`src/vrt_pkg.sv`:
```
`default_nettype none
package vrt_pkg;

  localparam int unsigned WEIGHT_BITS        = 16;
  localparam int unsigned MSTEP_BITS         = 7;
  localparam int unsigned CFG_IDX_BITS       = 3;
  localparam int unsigned DEF_MAX_STEP_LIMIT = 64;
  localparam int unsigned DEF_KEY_BITS       = 16;
  localparam int unsigned Q_DEPTH            = 2;

  localparam int RST_LOW_X     = 0;
  localparam int RST_HIGH_X    = 255;
  localparam int RST_LOW_Y     = 0;
  localparam int RST_HIGH_Y    = 255;
  localparam int RST_LOW_Z     = 0;
  localparam int RST_HIGH_Z    = 63;
  localparam int RST_MAX_STEPS = 64;

  typedef enum logic [CFG_IDX_BITS-1:0] {
    CFG_LOW_X     = 3'd0,
    CFG_HIGH_X    = 3'd1,
    CFG_LOW_Y     = 3'd2,
    CFG_HIGH_Y    = 3'd3,
    CFG_LOW_Z     = 3'd4,
    CFG_HIGH_Z    = 3'd5,
    CFG_MAX_STEPS = 3'd6
  } cfg_idx_t;

  // queue status seen by the front and back ends
  typedef struct packed {
    logic full;
    logic empty;
  } q_stat_t;

endpackage
`default_nettype wire

```
`src/vrt_front.sv`:
```
`default_nettype none
module vrt_front #(
  parameter int unsigned KEY_BITS       = vrt_pkg::DEF_KEY_BITS,
  parameter int unsigned MAX_STEP_LIMIT = vrt_pkg::DEF_MAX_STEP_LIMIT,
  parameter int unsigned DW             = 1
) (
  input  wire logic                             clk,
  input  wire logic                             rst_n,
  input  wire logic                             start,
  output logic                                  busy,
  input  wire logic [KEY_BITS-1:0]              in_origin_x,
  input  wire logic [KEY_BITS-1:0]              in_origin_y,
  input  wire logic [KEY_BITS-1:0]              in_origin_z,
  input  wire logic [KEY_BITS-1:0]              in_end_x,
  input  wire logic [KEY_BITS-1:0]              in_end_y,
  input  wire logic [KEY_BITS-1:0]              in_end_z,
  input  wire logic                             in_stop_at_end,
  input  wire logic [vrt_pkg::WEIGHT_BITS-1:0]  in_weight,
  input  wire logic [vrt_pkg::MSTEP_BITS-1:0]   max_steps,
  input  wire vrt_pkg::q_stat_t                 q_stat,
  output logic                                  q_push,
  output logic [DW-1:0]                         q_push_data
);
  import vrt_pkg::*;

  localparam int unsigned CW = KEY_BITS + 1;
  localparam int unsigned LW = $clog2(MAX_STEP_LIMIT + 1);

  typedef struct packed {
    logic [2:0][KEY_BITS-1:0] org;
    logic [2:0][KEY_BITS-1:0] tgt;
    logic [2:0][KEY_BITS-1:0] ad;
    logic [2:0]               neg;
    logic [2:0]               nz;
    logic                     stop;
    logic [WEIGHT_BITS-1:0]   weight;
    logic [LW-1:0]            lim;
  } ray_t;

  logic                     f_valid_r, f_valid_nxt;
  logic [2:0][KEY_BITS-1:0] org_r, tgt_r;
  logic                     stop_r;
  logic [WEIGHT_BITS-1:0]   weight_r;
  logic                     accept;
  logic [LW-1:0]            ms_sat;
  ray_t                     ray;

  assign busy   = f_valid_r && q_stat.full;
  assign accept = start && !busy;
  assign q_push = f_valid_r && !q_stat.full;

  always_comb begin
    f_valid_nxt = f_valid_r;
    if (accept) begin
      f_valid_nxt = 1'b1;
    end else if (q_push) begin
      f_valid_nxt = 1'b0;
    end
  end

  always_ff @(posedge clk) begin
    if (!rst_n) begin
      f_valid_r <= 1'b0;
    end else begin
      f_valid_r <= f_valid_nxt;
    end
  end

  always_ff @(posedge clk) begin
    if (accept) begin
      org_r    <= {in_origin_z, in_origin_y, in_origin_x};
      tgt_r    <= {in_end_z, in_end_y, in_end_x};
      stop_r   <= in_stop_at_end;
      weight_r <= in_weight;
    end
  end

  // direction sign and magnitude per axis, step limit saturated
  always_comb begin
    logic signed [CW-1:0] d;
    logic        [CW-1:0] mag;
    ray.org    = org_r;
    ray.tgt    = tgt_r;
    ray.stop   = stop_r;
    ray.weight = weight_r;
    for (int a = 0; a < 3; a++) begin
      d = $signed({tgt_r[a][KEY_BITS-1], tgt_r[a]}) - $signed({org_r[a][KEY_BITS-1], org_r[a]});
      mag = d[CW-1] ? CW'(-d) : d;
      ray.neg[a] = d[CW-1];
      ray.nz[a]  = (d != '0);
      ray.ad[a]  = mag[KEY_BITS-1:0];
    end
    if (max_steps > MSTEP_BITS'(MAX_STEP_LIMIT)) begin
      ms_sat = LW'(MAX_STEP_LIMIT);
    end else begin
      ms_sat = max_steps[LW-1:0];
    end
    ray.lim = (ray.nz == 3'b000) ? '0 : ms_sat;
  end

  assign q_push_data = ray;

endmodule
`default_nettype wire

```
`src/vrt_queue.sv`:
```
`default_nettype none
module vrt_queue #(
  parameter int unsigned DW = 1
) (
  input  wire logic             clk,
  input  wire logic             rst_n,
  input  wire logic             push,
  input  wire logic [DW-1:0]    push_data,
  input  wire logic             pop,
  output logic [DW-1:0]         pop_data,
  output vrt_pkg::q_stat_t      q_stat
);
  import vrt_pkg::*;

  localparam int unsigned PTR_W = (Q_DEPTH > 1) ? $clog2(Q_DEPTH) : 1;
  localparam int unsigned CNT_W = $clog2(Q_DEPTH + 1);

  logic [DW-1:0]    entry_r [Q_DEPTH];
  logic [PTR_W-1:0] wr_ptr_r, wr_ptr_nxt;
  logic [PTR_W-1:0] rd_ptr_r, rd_ptr_nxt;
  logic [CNT_W-1:0] cnt_r, cnt_nxt;

  assign q_stat.full  = (cnt_r == CNT_W'(Q_DEPTH));
  assign q_stat.empty = (cnt_r == '0);
  assign pop_data     = entry_r[rd_ptr_r];

  always_comb begin
    wr_ptr_nxt = wr_ptr_r;
    rd_ptr_nxt = rd_ptr_r;
    cnt_nxt    = cnt_r;
    if (push) begin
      wr_ptr_nxt = (wr_ptr_r == PTR_W'(Q_DEPTH - 1)) ? '0 : wr_ptr_r + 1'b1;
    end
    if (pop) begin
      rd_ptr_nxt = (rd_ptr_r == PTR_W'(Q_DEPTH - 1)) ? '0 : rd_ptr_r + 1'b1;
    end
    if (push && !pop) begin
      cnt_nxt = cnt_r + 1'b1;
    end else if (pop && !push) begin
      cnt_nxt = cnt_r - 1'b1;
    end
  end

  always_ff @(posedge clk) begin
    if (!rst_n) begin
      wr_ptr_r <= '0;
      rd_ptr_r <= '0;
      cnt_r    <= '0;
    end else begin
      wr_ptr_r <= wr_ptr_nxt;
      rd_ptr_r <= rd_ptr_nxt;
      cnt_r    <= cnt_nxt;
    end
  end

  always_ff @(posedge clk) begin
    if (push) begin
      entry_r[wr_ptr_r] <= push_data;
    end
  end

endmodule
`default_nettype wire

```
`src/vrt_back.sv`:
```
`default_nettype none
module vrt_back #(
  parameter int unsigned KEY_BITS       = vrt_pkg::DEF_KEY_BITS,
  parameter int unsigned MAX_STEP_LIMIT = vrt_pkg::DEF_MAX_STEP_LIMIT,
  parameter int unsigned DW             = 1
) (
  input  wire logic                             clk,
  input  wire logic                             rst_n,
  input  wire vrt_pkg::q_stat_t                 q_stat,
  input  wire logic [DW-1:0]                    q_data,
  output logic                                  q_pop,
  input  wire logic [2:0][KEY_BITS:0]           bnd_lo,
  input  wire logic [2:0][KEY_BITS:0]           bnd_hi,
  output logic                                  out_valid,
  output logic [KEY_BITS-1:0]                   out_voxel_x,
  output logic [KEY_BITS-1:0]                   out_voxel_y,
  output logic [KEY_BITS-1:0]                   out_voxel_z,
  output logic [vrt_pkg::WEIGHT_BITS-1:0]       out_voxel_weight,
  output logic                                  out_last,
  output logic                                  out_empty_res
);
  import vrt_pkg::*;

  localparam int unsigned CW = KEY_BITS + 1;
  localparam int unsigned LW = $clog2(MAX_STEP_LIMIT + 1);
  localparam int unsigned MW = $clog2(2 * MAX_STEP_LIMIT + 2);
  localparam int unsigned PW = KEY_BITS + MW;

  typedef struct packed {
    logic [2:0][KEY_BITS-1:0] org;
    logic [2:0][KEY_BITS-1:0] tgt;
    logic [2:0][KEY_BITS-1:0] ad;
    logic [2:0]               neg;
    logic [2:0]               nz;
    logic                     stop;
    logic [WEIGHT_BITS-1:0]   weight;
    logic [LW-1:0]            lim;
  } ray_t;

  typedef enum logic [1:0] {
    S_IDLE = 2'b01,
    S_RUN  = 2'b10
  } state_t;

  ray_t ray_in;

  state_t                   state_r, state_nxt;
  logic [2:0][CW-1:0]       c_r, c_nxt;
  logic [2:0][KEY_BITS-1:0] tgt_r, tgt_nxt;
  logic [2:0][KEY_BITS-1:0] ad_r, ad_nxt;
  logic [2:0]               neg_r, neg_nxt;
  logic [2:0]               nz_r, nz_nxt;
  logic                     stop_r, stop_nxt;
  logic [WEIGHT_BITS-1:0]   w_r, w_nxt;
  logic [LW-1:0]            lim_r, lim_nxt;
  logic [LW-1:0]            cnt_r, cnt_nxt;
  // crossing products: pAB = (2*kA + 1) * |dB|
  logic [PW-1:0]            p01_r, p01_nxt, p02_r, p02_nxt;
  logic [PW-1:0]            p10_r, p10_nxt, p12_r, p12_nxt;
  logic [PW-1:0]            p20_r, p20_nxt, p21_r, p21_nxt;
  logic                     pend_valid_r, pend_valid_nxt;
  logic [2:0][KEY_BITS-1:0] pend_r, pend_nxt;

  logic                     out_valid_r, out_valid_nxt;
  logic [2:0][KEY_BITS-1:0] out_key_r, out_key_nxt;
  logic [WEIGHT_BITS-1:0]   out_w_r, out_w_nxt;
  logic                     out_last_r, out_last_nxt;
  logic                     out_empty_r, out_empty_nxt;

  logic                     lt10, lt20, lt21, take1, take2;
  logic [2:0]               sel;
  logic [2:0][CW-1:0]       c_new;
  logic                     inb, at_end, step_ok;
  logic [PW-1:0]            ad2_0, ad2_1, ad2_2;

  assign ray_in = q_data;
  assign q_pop  = (state_r == S_IDLE) && !q_stat.empty;

  assign ad2_0 = PW'({ad_r[0], 1'b0});
  assign ad2_1 = PW'({ad_r[1], 1'b0});
  assign ad2_2 = PW'({ad_r[2], 1'b0});

  // axis choice: strictly nearer crossing wins, lower axis on ties
  always_comb begin
    lt10  = p10_r < p01_r;
    lt20  = p20_r < p02_r;
    lt21  = p21_r < p12_r;
    take1 = nz_r[1] && (!nz_r[0] || lt10);
    take2 = nz_r[2] && (!(nz_r[0] || nz_r[1]) || (take1 ? lt21 : lt20));
    sel[2] = take2;
    sel[1] = take1 && !take2;
    sel[0] = nz_r[0] && !take1 && !take2;
  end

  always_comb begin
    inb    = 1'b1;
    at_end = 1'b1;
    for (int a = 0; a < 3; a++) begin
      c_new[a] = sel[a] ? c_r[a] + {{(CW-1){neg_r[a]}}, 1'b1} : c_r[a];
      if ($signed(c_new[a]) < $signed(bnd_lo[a]) || $signed(c_new[a]) > $signed(bnd_hi[a])) begin
        inb = 1'b0;
      end
      if (c_new[a] != {tgt_r[a][KEY_BITS-1], tgt_r[a]}) begin
        at_end = 1'b0;
      end
    end
    step_ok = (sel != 3'b000) && (cnt_r != lim_r) && inb && !(stop_r && at_end);
  end

  always_comb begin
    state_nxt      = state_r;
    c_nxt          = c_r;
    tgt_nxt        = tgt_r;
    ad_nxt         = ad_r;
    neg_nxt        = neg_r;
    nz_nxt         = nz_r;
    stop_nxt       = stop_r;
    w_nxt          = w_r;
    lim_nxt        = lim_r;
    cnt_nxt        = cnt_r;
    p01_nxt        = p01_r;
    p02_nxt        = p02_r;
    p10_nxt        = p10_r;
    p12_nxt        = p12_r;
    p20_nxt        = p20_r;
    p21_nxt        = p21_r;
    pend_valid_nxt = pend_valid_r;
    pend_nxt       = pend_r;
    out_valid_nxt  = 1'b0;
    out_key_nxt    = out_key_r;
    out_w_nxt      = out_w_r;
    out_last_nxt   = out_last_r;
    out_empty_nxt  = out_empty_r;
    unique case (state_r)
      S_IDLE: begin
        if (q_pop) begin
          for (int a = 0; a < 3; a++) begin
            c_nxt[a] = {ray_in.org[a][KEY_BITS-1], ray_in.org[a]};
          end
          tgt_nxt        = ray_in.tgt;
          ad_nxt         = ray_in.ad;
          neg_nxt        = ray_in.neg;
          nz_nxt         = ray_in.nz;
          stop_nxt       = ray_in.stop;
          w_nxt          = ray_in.weight;
          lim_nxt        = ray_in.lim;
          cnt_nxt        = '0;
          p01_nxt        = PW'(ray_in.ad[1]);
          p02_nxt        = PW'(ray_in.ad[2]);
          p10_nxt        = PW'(ray_in.ad[0]);
          p12_nxt        = PW'(ray_in.ad[2]);
          p20_nxt        = PW'(ray_in.ad[0]);
          p21_nxt        = PW'(ray_in.ad[1]);
          pend_valid_nxt = 1'b0;
          state_nxt      = S_RUN;
        end
      end
      S_RUN: begin
        if (step_ok) begin
          // previous voxel goes out, the new one waits to learn if it is last
          c_nxt          = c_new;
          cnt_nxt        = cnt_r + 1'b1;
          pend_valid_nxt = 1'b1;
          for (int a = 0; a < 3; a++) begin
            pend_nxt[a] = c_new[a][KEY_BITS-1:0];
          end
          if (sel[0]) begin
            p01_nxt = p01_r + ad2_1;
            p02_nxt = p02_r + ad2_2;
          end
          if (sel[1]) begin
            p10_nxt = p10_r + ad2_0;
            p12_nxt = p12_r + ad2_2;
          end
          if (sel[2]) begin
            p20_nxt = p20_r + ad2_0;
            p21_nxt = p21_r + ad2_1;
          end
          if (pend_valid_r) begin
            out_valid_nxt = 1'b1;
            out_key_nxt   = pend_r;
            out_w_nxt     = w_r;
            out_last_nxt  = 1'b0;
            out_empty_nxt = 1'b0;
          end
        end else begin
          out_valid_nxt  = 1'b1;
          out_last_nxt   = 1'b1;
          pend_valid_nxt = 1'b0;
          if (pend_valid_r) begin
            out_key_nxt   = pend_r;
            out_w_nxt     = w_r;
            out_empty_nxt = 1'b0;
          end else begin
            out_key_nxt   = '0;
            out_w_nxt     = '0;
            out_empty_nxt = 1'b1;
          end
          state_nxt = S_IDLE;
        end
      end
      default: begin
        state_nxt = S_IDLE;
      end
    endcase
  end

  always_ff @(posedge clk) begin
    if (!rst_n) begin
      state_r      <= S_IDLE;
      pend_valid_r <= 1'b0;
      out_valid_r  <= 1'b0;
      cnt_r        <= '0;
      lim_r        <= '0;
    end else begin
      state_r      <= state_nxt;
      pend_valid_r <= pend_valid_nxt;
      out_valid_r  <= out_valid_nxt;
      cnt_r        <= cnt_nxt;
      lim_r        <= lim_nxt;
    end
  end

  always_ff @(posedge clk) begin
    c_r         <= c_nxt;
    tgt_r       <= tgt_nxt;
    ad_r        <= ad_nxt;
    neg_r       <= neg_nxt;
    nz_r        <= nz_nxt;
    stop_r      <= stop_nxt;
    w_r         <= w_nxt;
    p01_r       <= p01_nxt;
    p02_r       <= p02_nxt;
    p10_r       <= p10_nxt;
    p12_r       <= p12_nxt;
    p20_r       <= p20_nxt;
    p21_r       <= p21_nxt;
    pend_r      <= pend_nxt;
    out_key_r   <= out_key_nxt;
    out_w_r     <= out_w_nxt;
    out_last_r  <= out_last_nxt;
    out_empty_r <= out_empty_nxt;
  end

  assign out_valid        = out_valid_r;
  assign out_voxel_x      = out_key_r[0];
  assign out_voxel_y      = out_key_r[1];
  assign out_voxel_z      = out_key_r[2];
  assign out_voxel_weight = out_w_r;
  assign out_last         = out_last_r;
  assign out_empty_res    = out_empty_r;

  a_empty_is_last: assert property (@(posedge clk) disable iff (!rst_n)
    (out_valid_r && out_empty_r) |-> out_last_r)
    else $error("empty result not marked last");

  a_step_bound: assert property (@(posedge clk) disable iff (!rst_n)
    (state_r == S_RUN) |-> (cnt_r <= lim_r))
    else $error("step count beyond limit");

  a_pend_has_step: assert property (@(posedge clk) disable iff (!rst_n)
    pend_valid_r |-> (cnt_r != '0))
    else $error("pending voxel without a step");

  a_ray_closes: assert property (@(posedge clk) disable iff (!rst_n)
    (state_r == S_RUN && state_nxt == S_IDLE) |=> (out_valid_r && out_last_r))
    else $error("ray finished without a last result");

  a_pop_idle: assert property (@(posedge clk) disable iff (!rst_n)
    q_pop |-> (state_r == S_IDLE && !q_stat.empty))
    else $error("queue popped while busy or empty");

endmodule
`default_nettype wire

```
`src/voxel_ray_traversal_3d.sv`:
```
`default_nettype none
// 3-D voxel ray walker.
// Input: a ray (origin key, end key, stop_at_end, weight) is accepted at a
// rising edge with start high and busy low. busy rises only when the input
// holding register and the two-entry ray queue are both full.
// Output: one transaction per visited voxel, out_valid high for one cycle;
// the receiver cannot stall. out_last marks the final voxel of a ray; a ray
// that visits nothing gives one transaction with out_empty_res and out_last
// set and zero key/weight.
// Flow: an accepted ray passes the input holding register and the ray queue
// into the stepping unit; voxels of a ray then come out one per cycle.
// Per ray: load, one step per voxel, one closing step, then idle to pop the next.
// The stepping unit takes one step per cycle: a 3-way compare of
// incrementally kept crossing products, then a key update and bounds check.
// Config: write cfg_index/cfg_data with cfg_valid (cfg_ready is always high),
// only while no ray is in flight. Index 7 is ignored.
// Reset: synchronous active-low rst_n empties the queue, idles the walker and
// loads bounds x 0..255, y 0..255, z 0..63 and max_steps 64.
module voxel_ray_traversal_3d #(
  parameter int unsigned KEY_BITS       = vrt_pkg::DEF_KEY_BITS,
  parameter int unsigned MAX_STEP_LIMIT = vrt_pkg::DEF_MAX_STEP_LIMIT
) (
  input  wire logic                             clk,
  input  wire logic                             rst_n,
  input  wire logic                             start,
  output logic                                  busy,
  input  wire logic [KEY_BITS-1:0]              in_origin_x,
  input  wire logic [KEY_BITS-1:0]              in_origin_y,
  input  wire logic [KEY_BITS-1:0]              in_origin_z,
  input  wire logic [KEY_BITS-1:0]              in_end_x,
  input  wire logic [KEY_BITS-1:0]              in_end_y,
  input  wire logic [KEY_BITS-1:0]              in_end_z,
  input  wire logic                             in_stop_at_end,
  input  wire logic [vrt_pkg::WEIGHT_BITS-1:0]  in_weight,
  output logic                                  out_valid,
  output logic [KEY_BITS-1:0]                   out_voxel_x,
  output logic [KEY_BITS-1:0]                   out_voxel_y,
  output logic [KEY_BITS-1:0]                   out_voxel_z,
  output logic [vrt_pkg::WEIGHT_BITS-1:0]       out_voxel_weight,
  output logic                                  out_last,
  output logic                                  out_empty_res,
  input  wire logic                             cfg_valid,
  output logic                                  cfg_ready,
  input  wire logic [vrt_pkg::CFG_IDX_BITS-1:0] cfg_index,
  input  wire logic [KEY_BITS-1:0]              cfg_data
);
  import vrt_pkg::*;

  localparam int unsigned BW = KEY_BITS + 1;
  localparam int unsigned LW = $clog2(MAX_STEP_LIMIT + 1);
  localparam int unsigned DW = 9 * KEY_BITS + 7 + WEIGHT_BITS + LW;

  logic [2:0][BW-1:0]       lo_r, hi_r;
  logic [MSTEP_BITS-1:0]    max_steps_r;
  logic [BW-1:0]            cfg_key;

  q_stat_t                  q_stat;
  logic                     q_push, q_pop;
  logic [DW-1:0]            q_push_data, q_data;

  assign cfg_ready = 1'b1;
  assign cfg_key   = {cfg_data[KEY_BITS-1], cfg_data};

  always_ff @(posedge clk) begin
    if (!rst_n) begin
      lo_r[0]     <= BW'(RST_LOW_X);
      hi_r[0]     <= BW'(RST_HIGH_X);
      lo_r[1]     <= BW'(RST_LOW_Y);
      hi_r[1]     <= BW'(RST_HIGH_Y);
      lo_r[2]     <= BW'(RST_LOW_Z);
      hi_r[2]     <= BW'(RST_HIGH_Z);
      max_steps_r <= MSTEP_BITS'(RST_MAX_STEPS);
    end else if (cfg_valid && cfg_ready) begin
      unique case (cfg_index)
        CFG_LOW_X:     lo_r[0]     <= cfg_key;
        CFG_HIGH_X:    hi_r[0]     <= cfg_key;
        CFG_LOW_Y:     lo_r[1]     <= cfg_key;
        CFG_HIGH_Y:    hi_r[1]     <= cfg_key;
        CFG_LOW_Z:     lo_r[2]     <= cfg_key;
        CFG_HIGH_Z:    hi_r[2]     <= cfg_key;
        CFG_MAX_STEPS: max_steps_r <= cfg_data[MSTEP_BITS-1:0];
        default: begin
        end
      endcase
    end
  end

  vrt_front #(
    .KEY_BITS       (KEY_BITS),
    .MAX_STEP_LIMIT (MAX_STEP_LIMIT),
    .DW             (DW)
  ) u_front (
    .clk            (clk),
    .rst_n          (rst_n),
    .start          (start),
    .busy           (busy),
    .in_origin_x    (in_origin_x),
    .in_origin_y    (in_origin_y),
    .in_origin_z    (in_origin_z),
    .in_end_x       (in_end_x),
    .in_end_y       (in_end_y),
    .in_end_z       (in_end_z),
    .in_stop_at_end (in_stop_at_end),
    .in_weight      (in_weight),
    .max_steps      (max_steps_r),
    .q_stat         (q_stat),
    .q_push         (q_push),
    .q_push_data    (q_push_data)
  );

  vrt_queue #(
    .DW (DW)
  ) u_queue (
    .clk       (clk),
    .rst_n     (rst_n),
    .push      (q_push),
    .push_data (q_push_data),
    .pop       (q_pop),
    .pop_data  (q_data),
    .q_stat    (q_stat)
  );

  vrt_back #(
    .KEY_BITS       (KEY_BITS),
    .MAX_STEP_LIMIT (MAX_STEP_LIMIT),
    .DW             (DW)
  ) u_back (
    .clk              (clk),
    .rst_n            (rst_n),
    .q_stat           (q_stat),
    .q_data           (q_data),
    .q_pop            (q_pop),
    .bnd_lo           (lo_r),
    .bnd_hi           (hi_r),
    .out_valid        (out_valid),
    .out_voxel_x      (out_voxel_x),
    .out_voxel_y      (out_voxel_y),
    .out_voxel_z      (out_voxel_z),
    .out_voxel_weight (out_voxel_weight),
    .out_last         (out_last),
    .out_empty_res    (out_empty_res)
  );

endmodule
`default_nettype wire
```
`config.mk`:
```
export PLATFORM = sky130hd
export DESIGN_NAME = voxel_ray_traversal_3d
export DESIGN_NICKNAME = d
export VERILOG_FILES = /design/src/vrt_pkg.sv /design/src/vrt_front.sv /design/src/vrt_queue.sv /design/src/vrt_back.sv /design/src/voxel_ray_traversal_3d.sv
export SDC_FILE = /design/constraint.sdc
export NUM_CORES = 2
export LEC_CHECK = 0
export BUFFER_PORTS_ARGS = -buffer_cell sky130_fd_sc_hd__buf_2
export CAP_MARGIN = 0
export CORE_AREA = 3 3 331 365
export CTS_CLUSTER_DIAMETER = 100
export DETAILED_ROUTE_END_ITERATION = 10
export DIE_AREA = 0 0 334 368
export GPL_TIMING_DRIVEN = 1
export SETUP_SLACK_MARGIN = 0.02
export SLEW_MARGIN = 20
export SYNTH_ARGS = -nofsm -noshare
export SYNTH_HDL_FRONTEND = slang
export SYNTH_SLANG_ARGS = --single-unit
```
`constraint.sdc`:
```
create_clock -name clk -period 18.5 [get_ports clk]
set_clock_uncertainty 0.05 [all_clocks]
set_input_delay 0.925 -clock clk [delete_from_list [all_inputs] [get_ports clk]]
set_output_delay 0.925 -clock clk [all_outputs]
set_load 0.02 [all_outputs]
```
==> run metrics <==
NetSw=5.11 mW; Root Buffer=clkbuf_16; worst slew pin tran=1.10 ns; Worst path top cell family by delay=simple AND/OR/NAND/NOR gates; Num CTS Buffers=between 100 and 150; Post-CTS Resized=0; Hold Path Class=in2reg; CTS sink count=1016; maximum vdd drop=0.123 mV; Setup violations, final=0; Avg WL per Cell=around 22 um; Synth Area in Adders=9.10%; Comb pwr share=50.2%; FMAX=0.127 GHz; vias in the first global route=around 35000; CP Launch Type=register; Ports=205; Initial Util=44.8%; Final #Nets=5288; gr usage total=22.2%; post-synthesis compound-gate area fraction=12.5%; CP bufs+invs=3; Leak=22.1 nW; Main synth FF type=edfxtp_1; final wirelength=about 140 mm; critical path class=reg2reg; syn_area_per_cell=11.6 um2; CP Capture Type=register; CP max stage delay=about 0.81 ns; fin area=0.0593 mm2; share of power burned in registers=a little under a third; post-synthesis async set-or-reset flop share=0%; Post-Syn Area=0.0527 mm2; Worst EP required=18.78 ns; Net Sw Frac=42.7%; setup bufs post-CTS=0; minimum clock period=7.84 ns; Slew HR=a little over a quarter; Clk pwr share=about a fifth; DRT antenna net count=0; core area=0.118 mm2; DR iter-0 viols=2816; Worst-path clk slew=0.06 ns; crit-path cells=inv_1 > ha_1 > a21o_1 > nand3_1 > a21oi_1 > nor3_1 > nand3_1 > nand2_1 > mux2i_1 > inv_1 > ha_1 > nor2b_1 > o21ai_0 > nand2b_1 > a21oi_1 > o21ai_0 > nor2b_1 > o21ai_0 > nand3_1 > or4_1 > nor4b_4 > nand3_1 > a21oi_4 > buf_4; syn nets=5059; RSZ-0062 raised after global routing=false; initial antenna violation count=6; layout cell share with drive strength beyond 1=about an eighth; Synth Warn #=0; Vias=35700; Tcrit/Tclk final=between 40 and 50%; Placed Area=0.0556 mm2; die footprint=0.123 mm2; critical path arrival=8.12 ns; # DRC=0; Yosys reg bits=just over 1000; TritonCTS clock tree=done; Synth Area in XOR/XNOR=approximately 3.7%; post-synthesis mux area share=approximately 4.2%; Buffers on Ports=203; r2r setup slk=approximately 11 ns; largest net degree at the start of global routing=approximately 110; CTS Hold Bufs=0; first-pass iteration count of the detailed router=7; row count=132; Final Wtd Congestion=0.893; WHS=0.320 ns; H-Tree Depth=3; Post-Syn Instances=around 4500; Simple-Gate Fraction of Synth Area=11.3%; pwr dens=202 mW/mm2; TNS Setup=0 ns; clk buf depth=3; Critical Path Slowest Stage Cell=nor4b_4; Final Max Slew Viols=0; first-pass GRT wire length=210 mm; largest family of logic cells by synthesized area=compound AO/OA/AOI/OAI gates; Skew-Pair Late Insertion Delay=0.73 ns; dpl ws=10.65 ns; Int Power=6.86 mW; gr ovfl total=0; number of flops mapped to enable cells by yosys=889; crit path max fanout=46; sequential share of the synthesized area=between 50% and 60%; Die H=368 um; most used cell, CP=nand3_1; post-DP HPWL=roughly 100 mm; synth-to-layout area growth=12.5%; Distinct cells, synth=94; DR vias/cell=5.56; outcome=complete, no violations; worst setup slack after layout=10.66 ns; Max-Cap Viols=0; die width=334 um; Fin. Hold Viols=0
[state kept, by name (all words and copies together), names as in the netlist, 24 cells and up, named ones only]
register / flops
u_queue.entry_r: 348
u_back.p20_r: 24
u_back.p01_r: 24
lo_r: 48
u_back.p10_r: 24
hi_r: 48
u_back.pend_r: 48
u_back.p02_r: 24
u_back.p12_r: 24
u_back.tgt_r: 48
u_front.q_push_data: 96
u_back.c_r: 51
u_back.p21_r: 24
[power groups by stage]
stage	Combinational (mW)	Clock (mW)	Sequential [mW]
finish	6.01	2.23	3.74
detailed placement	5.96	0	3.78
floorplan	4.21	0	3.67
CTS	6.00	2.28	3.74
global route	6.65	2.37	3.78
global placement	5.90	0	3.77
[placed cells by master, fill, tap and decap left out, types with 51 or more instances in the layout]
| master | count |
|---|---|
| edfxtp_1 | 889 |
| a21oi_1 | 263 |
| clkbuf_16 | 111 |
| o21ai_0 | 199 |
| nor3_1 | 71 |
| a211oi_1 | 62 |
| a21o_1 | 97 |
| ha_1 | 363 |
| mux2i_1 | 76 |
| nor2b_1 | 117 |
| buf_2 | 203 |
| nand3_1 | 94 |
| xor2_1 | 56 |
| o31ai_1 | 51 |
| mux2_2 | 128 |
| xnor2_1 | 162 |
| nand2_1 | 472 |
| dfxtp_1 | 126 |
| nor2_1 | 190 |
| inv_1 | 360 |
[per-stage QoR]
stage	power, mW	util, %	instances
finish	12.0	50.4	6413
global route	12.8	50.4	6412
CTS	12.0	50.4	6412
detailed placement	9.74	47.3	6205
global placement	9.67	47.3	6205
floorplan	7.87	-	4547
[final timing paths]
kind,from,endpoint,cells after the start
worst min register to register,u_front.weight_r[7],u_queue.entry_r[1][14],0
worst max-delay path,u_back.p12_r[17],u_back.p21_r[12],24
worst min-delay path,in_weight[12],u_front.weight_r[12],1
worst max register to register,u_back.p12_r[17],u_back.p21_r[12],24
[metal layers]
| metal | track usage, % | part of all wire, % |
|---|---|---|
| met4 | 5.56 | 2.1 |
| met1 | 31.1 | 45 |
| met5 | 0 | 0.0094 |
| met3 | 2.49 | 4.9 |
| met2 | 37.0 | 47 |
[synth_stat cells, drive strengths merged (33+ instances only)]
| library cell | count | area, um2 |
|---|---|---|
| o21ai | 205 | 1030 |
| dfxtp | 127 | 2540 |
| nand4 | 41 | 263 |
| xor2 | 56 | 490 |
| o21a | 43 | 323 |
| a21o | 97 | 728 |
| nand3 | 94 | 470 |
| xnor2 | 163 | 1440 |
| and3 | 33 | 206 |
| nand2 | 473 | 1780 |
| a21oi | 270 | 1360 |
| mux2i | 76 | 761 |
| clkbuf | 102 | 383 |
| nor2b | 118 | 738 |
| a211oi | 62 | 465 |
| inv | 364 | 1370 |
| edfxtp | 889 | 26700 |
| o31ai | 53 | 403 |
| nor3 | 71 | 355 |
| and2 | 39 | 244 |
| o211ai | 49 | 368 |
| nand2b | 46 | 295 |
| mux2 | 128 | 1440 |
| nor2 | 193 | 732 |
| ha | 364 | 4550 |
[cell families after synthesis]
kind of cell               Yosys count
AOI/OAI and AO/OA                 1006
xor gates and xnor gates           221
adders and majority gates          376
buffers and inverters              494
DFF                               1016
muxes                              204
other                                1
and+or+nand+nor                   1229
[layout make-up]
class	instances	area (um2)
tap	1541	1930
multi-input combinational	3037	21700
clock inverter	67	754
timing repair buffer	247	1370
sequential	1016	29200
clock buffer	140	2950
fill	10400	58300
antenna	1	2.50
inverter	364	1370
No activity file was read; power rests on OpenSTA's default activity.
